**src/design/bibox_pkg.sv**
```systemverilog
// Shared types, constants and helper functions for the rotating-box ball step block.
// Used by the multiplier, the sequencer and the top level.
// Depends on nothing.
package bibox_pkg;

   localparam int FRAC  = 16;
   localparam int A_W   = 48;
   localparam int B_W   = 32;
   localparam int P_W   = 64;
   localparam int LO_W  = 17;
   localparam int HI_W  = B_W - LO_W;
   localparam int D_W   = LO_W + 1;
   localparam int C_W   = 38;
   localparam int H_W   = C_W - 1;

   localparam int CSR_IDX_W = 3;
   localparam logic [CSR_IDX_W-1:0] CSR_GRAVITY     = 3'd0;
   localparam logic [CSR_IDX_W-1:0] CSR_RESTITUTION = 3'd1;
   localparam logic [CSR_IDX_W-1:0] CSR_FRICTION    = 3'd2;
   localparam logic [CSR_IDX_W-1:0] CSR_WALL_LIMIT  = 3'd3;
   localparam logic [CSR_IDX_W-1:0] CSR_INV_RADIUS  = 3'd4;

   localparam logic signed [31:0] GRAVITY_RST     = -32'sd642908;
   localparam logic [16:0]        RESTITUTION_RST = 17'd55706;
   localparam logic [16:0]        FRICTION_RST    = 17'd655;
   localparam logic [30:0]        WALL_LIMIT_RST  = 31'd319816;
   localparam logic [30:0]        INV_RADIUS_RST  = 31'd546133;
   localparam logic [16:0]        Q_ONE           = 17'd65536;

   typedef struct packed {
      logic signed [31:0] gravity;
      logic [16:0]        restitution;
      logic [16:0]        friction;
      logic [30:0]        wall_limit;
      logic [30:0]        inverse_radius;
   } cfg_type;

   typedef struct packed {
      logic               mode;
      logic [15:0]        time_step;
      logic signed [20:0] rate_x;
      logic signed [20:0] rate_z;
      logic signed [31:0] load_px;
      logic signed [31:0] load_py;
      logic signed [31:0] load_pz;
      logic signed [31:0] load_vx;
      logic signed [31:0] load_vy;
      logic signed [31:0] load_vz;
   } item_type;

   // packed so that out_px lands in the lowest bits
   typedef struct packed {
      logic signed [31:0] spin_z;
      logic signed [31:0] spin_x;
      logic signed [31:0] pz;
      logic signed [31:0] py;
      logic signed [31:0] px;
   } result_type;

   typedef struct packed {
      logic                  go;
      logic                  wide;
      logic signed [A_W-1:0] a;
      logic signed [B_W-1:0] b;
   } mul_req_type;

   typedef struct packed {
      logic                  fin;
      logic                  first;
      logic signed [P_W-1:0] prod;
   } mul_rsp_type;

   typedef enum logic [4:0] {
      ST_IDLE,
      ST_GRAV,
      ST_CORI,
      ST_CORI_DT,
      ST_CEN_PX,
      ST_CEN_PZ,
      ST_CEN_X,
      ST_CEN_X_DT,
      ST_CEN_Z,
      ST_CEN_Z_DT,
      ST_KEEP_X,
      ST_KEEP_Y,
      ST_KEEP_Z,
      ST_MOVE,
      ST_WALL,
      ST_BOUNCE,
      ST_SPIN_X,
      ST_SPIN_X_DT,
      ST_SPIN_Z,
      ST_SPIN_Z_DT,
      ST_SPIN_END,
      ST_FIN
   } seq_state_type;

   function automatic logic [16:0] coef_clip(input logic [16:0] c);
      return (c > Q_ONE) ? Q_ONE : c;
   endfunction

   function automatic logic signed [31:0] sat32(input logic signed [63:0] x);
      if (x > 64'sh0000_0000_7FFF_FFFF) begin
         return 32'sh7FFF_FFFF;
      end else if (x < 64'shFFFF_FFFF_8000_0000) begin
         return 32'sh8000_0000;
      end
      return signed'(x[31:0]);
   endfunction

endpackage

```
**src/design/bibox_mul.sv**
```systemverilog
// Shared signed multiplier: 48-bit operand times a 32-bit operand taken as a
// 17-bit low and a 15-bit high digit; only wide ones get a high-digit pass.
// Depends on bibox_pkg.
module bibox_mul import bibox_pkg::*; (
   input  logic        clock,
   input  logic        reset,
   input  mul_req_type req,
   output mul_rsp_type rsp
);

   logic                          phase_ff, phase_in;
   logic signed [A_W-1:0]         a_hold_ff;
   logic signed [HI_W-1:0]        hi_hold_ff;
   logic signed [P_W-1:0]         acc_ff, acc_in;
   logic signed [A_W-1:0]         m_a;
   logic signed [D_W-1:0]         m_b;
   logic signed [A_W+D_W-1:0]     m_p;

   always_comb begin
      if (phase_ff) begin
         m_a = a_hold_ff;
         m_b = D_W'(hi_hold_ff);
      end else begin
         m_a = req.a;
         m_b = signed'({1'b0, req.b[LO_W-1:0]});
      end
      m_p = m_a * m_b;
      if (phase_ff) begin
         acc_in = acc_ff + signed'({m_p[P_W-LO_W-1:0], {LO_W{1'b0}}});
      end else begin
         acc_in = signed'(m_p[P_W-1:0]);
      end
      phase_in  = req.go && req.wide && !phase_ff;
      rsp.fin   = req.go && (!req.wide || phase_ff);
      rsp.first = !phase_ff;
      rsp.prod  = acc_ff;
   end

   always_ff @(posedge clock) begin
      if (reset) begin
         phase_ff <= 1'b0;
      end else begin
         phase_ff <= phase_in;
      end
   end

   always_ff @(posedge clock) begin
      if (req.go) begin
         acc_ff <= acc_in;
      end
      if (!phase_ff) begin
         a_hold_ff  <= req.a;
         hi_hold_ff <= signed'(req.b[B_W-1:LO_W]);
      end
   end

endmodule

```
**config.mk**
```make
export PLATFORM = sky130hd
export DESIGN_NAME = bibox_mul
export DESIGN_NICKNAME = d
export VERILOG_FILES = /design/src/design/bibox_pkg.sv /design/src/design/bibox_mul.sv
export SDC_FILE = /design/constraint.sdc
export NUM_CORES = 2
export LEC_CHECK = 0
export BUFFER_PORTS_ARGS = -buffer_cell sky130_fd_sc_hd__buf_2
export CAP_MARGIN = 20
export CORE_ASPECT_RATIO = 0.75
export CORE_MARGIN = 8
export CORE_UTILIZATION = 38
export DETAILED_ROUTE_END_ITERATION = 8
export GPL_TIMING_DRIVEN = 0
export SETUP_SLACK_MARGIN = 0.05
export SLEW_MARGIN = 40
export SYNTH_ARGS = -nofsm -noshare
export SYNTH_HDL_FRONTEND = slang
export SYNTH_SLANG_ARGS = --single-unit
```
**constraint.sdc**
```tcl
create_clock -name clock -period 10.2 [get_ports clock]
set_input_delay 2.04 -clock clock [delete_from_list [all_inputs] [get_ports clock]]
set_output_delay 2.04 -clock clock [all_outputs]
set_load 0.01 [all_outputs]
```
==> impl_results.md <==
* Synth area leaders: fa_1 46%, inv_1 9.6%, nand2_1 7.5%, ha_1 7.0%, edfxtp_1 6.8%
* CTS tree: done
* Synth top area share at 0.455
* Top delay family on crit path: adder cells
* Post-Synth Simple-Gate Area at 0.134
* Critical path launch point type: input port
* DRC at 0
* Placed cell area at 37600 sq um
* Clk root buf: clkbuf_16
* Via count at 28600
* I/O pin cnt at 150
* Worst Path Required at 10.43 ns
* Buf/Inv on CP at 10
* Finished Layout Cells at 5400
* Cell with the most instances after synthesis: inv_1
* HP Class: reg2reg
* Ys Warns at 0
* Design area at 40000 sq um
* Nets at 5231
* Hold Vio Cnt, Final at 0
* Final WL at 125000 um
* Initial DRC Count at 2843
* Row Count at 96
* Max Freq at 100 MHz
* Total CTS buffers at 17
* Initial Utilization at 0.383
* # hold bufs at CTS at 0
* Clock Sinks at 128
* Layout fillers at 8994
* Largest stage delay, worst path at 0.55 ns
* Max Cap Violations at 0
* Worst skew pair latency at 0.53 ns
* Synthesized area at 35000 sq um
* Final ANT Viol Nets at 0
* Syn nets at 5004
* Final slew viol count at 0
* GP Congestion at 1.03
* Register area share after synthesis at 0.0958
* Largest net degree at the start of global routing at 50
* Crit path time final at 9.95 ns
* Slowest CP cell: fa_1
* Chip Width at 366 um
* Xor-xnor portion of the synthesized cell area at 0.0288
* Detailed placement HPWL at 105000 um
* Via/cell ratio at 5.30
* Drt pass-1 iters at 7
* RSZ-0062 raised after global routing: false
* Core area at 91400 sq um
* GRT overflow at 0
* Number of synthesized flops with an enable pin at 79
* Critical path class: in2reg
* Critical path endpoint category: flip-flop
* H-tree depth at 4
* Number of port buffers at 149
* Initial antenna violation count at 4
* Compound-gate portion of the synthesized area at 0.0732
* Layout Area Growth over Synthesis at 14.4%
* Die Y at 279 um
* Adder-cell share of the synthesized area at 0.525
* Worst Max-Slew Pin Slew at 0.848 ns
* Critical path's most frequent cell: fa_1
* Mux contribution to synthesized area at 0.0279
* Final Setup Violations at 0
* Layout cells sized above 1 at 0.142
* First-pass GRT wire length at 187000 um
* Wirelength per Cell at 23.2 um
* Max Fanout on Critical Path at 10
* Predominant post-synthesis flop cell: edfxtp_1
* Clk buf depth at 2
* Post-synth ARST share at 0
* Clock Skews at 0.0195 ns
* Number of synthesized register bits at 128
* Inst Count DP at 5312
* Outcome: complete, no violations
* Final Cycle Share at 0.976
* GRT Total Usage at 0.244
* Total die area at 102000 sq um
* Worst EP arrival at 10.18 ns
* Post-synth top area cell: fa_1
* Synth cell count leaders: 896 x inv_1, 796 x fa_1, 695 x nand2_1
* CTS clk-pin slew, worst paths at 0.07 ns
* Syn Inst Count at 3928
* Largest family of logic cells by synthesized area: adder cells
* Slew HR at 0.418
* Number of global-route vias before repair at 29300
* Yosys cell types at 77
* Syn avg cell area at 8.91 sq um
timing repair:
item,CTS,global route
resized for setup,187,246
buffers inserted,14,42
gates cloned,0,0
pin swaps,8,29
setup endpoints to repair,24,18
cells by family (layout without fill, tap and decap cells):
kind of cell    Yosys count  after routing
simple gates           1140           1140
buf+inv                1066           1306
fa+ha+maj               992            992
compound gates          394            394
flops                   128            128
xor+xnor                115            115
mux                      93             93
other cells               0              7
state kept, by name, summed over array words and instances (netlist names):
| signal | flops |
|---|---|
| acc_ff | 64 |
| a_hold_ff | 48 |
| hi_hold_ff | 15 |
| phase_ff | 1 |
metal layers:
metal  routed length, um  global-route usage
met1               52700               0.345
met3               16900              0.0935
met2               51600               0.346
met5                 306              0.0141
met4                3530              0.0644
cell type report:
cell class                      count  area, sq um  area share
Sequential cell                   128         3350      0.0838
Multi-Input combinational cell   2734        28700       0.718
Antenna cell                        7         17.5    0.000438
Clock inverter                     15          151     0.00378
Timing Repair Buffer              215         1330      0.0333
Buffer                            158         1090      0.0272
Inverter                          901         3390      0.0847
Tap cell                         1225         1530      0.0383
Clock buffer                       17          425      0.0106
worst register-to-register path, delay by kind of cell, from the launching register on:
family | cells | cell delay [ns]
xor gates and xnor gates | 2 | 0.53
buffers and inverters | 11 | 2.24
adders and majority gates | 8 | 3.82
and+or+nand+nor | 2 | 0.40
AOI/OAI and AO/OA | 10 | 1.89
DFF | 1 | 0.31
muxes | 1 | 0.38
per-stage QoR:
stage                     setup WS (ns)  utilization  TNS (ns)  hold WS [ns]
after global routing            0.00159        0.438         0         0.705
after global placement            -2.69        0.408    -60.24         0.724
after detailed placement          -1.72        0.412    -31.48         0.728
after CTS                        0.0202        0.426         0         0.680
final                             0.247        0.438         0         0.694
after floorplan                   0.197            -         0         0.575
worst paths after layout:
check	slack, ns	endpoint	start	cells after the start
worst max-delay path	0.25	acc_ff[52]$_DFFE_PP_	req[3]	33
worst min-delay path	0.69	a_hold_ff[3]$_DFF_P_	a_hold_ff[3]$_DFF_P_	2
worst max register to register	0.36	acc_ff[52]$_DFFE_PP_	phase_ff$_SDFF_PP0_	34
worst min register to register	0.69	a_hold_ff[3]$_DFF_P_	a_hold_ff[3]$_DFF_P_	2
placed cells by master (no fill, tap or decap), types with 20 or more instances in the layout:
cell type and instances:
inv_1 877, fa_1 793, nand2_1 691, nor2_1 270, ha_1 171, buf_2 162
a21oi_1 107, edfxtp_1 79, buf_4 77, xnor2_1 62, a21o_1 59, o21ai_0 55
dfxtp_1 49, clkbuf_1 38, and2_1 38, xor2_1 36, clkbuf_2 31, mux2i_1 30
or2_2 29, buf_6 24, clkbuf_4 22, mux2i_4 21, nand3_1 21, mux2_2 20
Power is not shown: default switching activity piles up to over one toggle a cycle in this logic, so the estimate is an artifact.
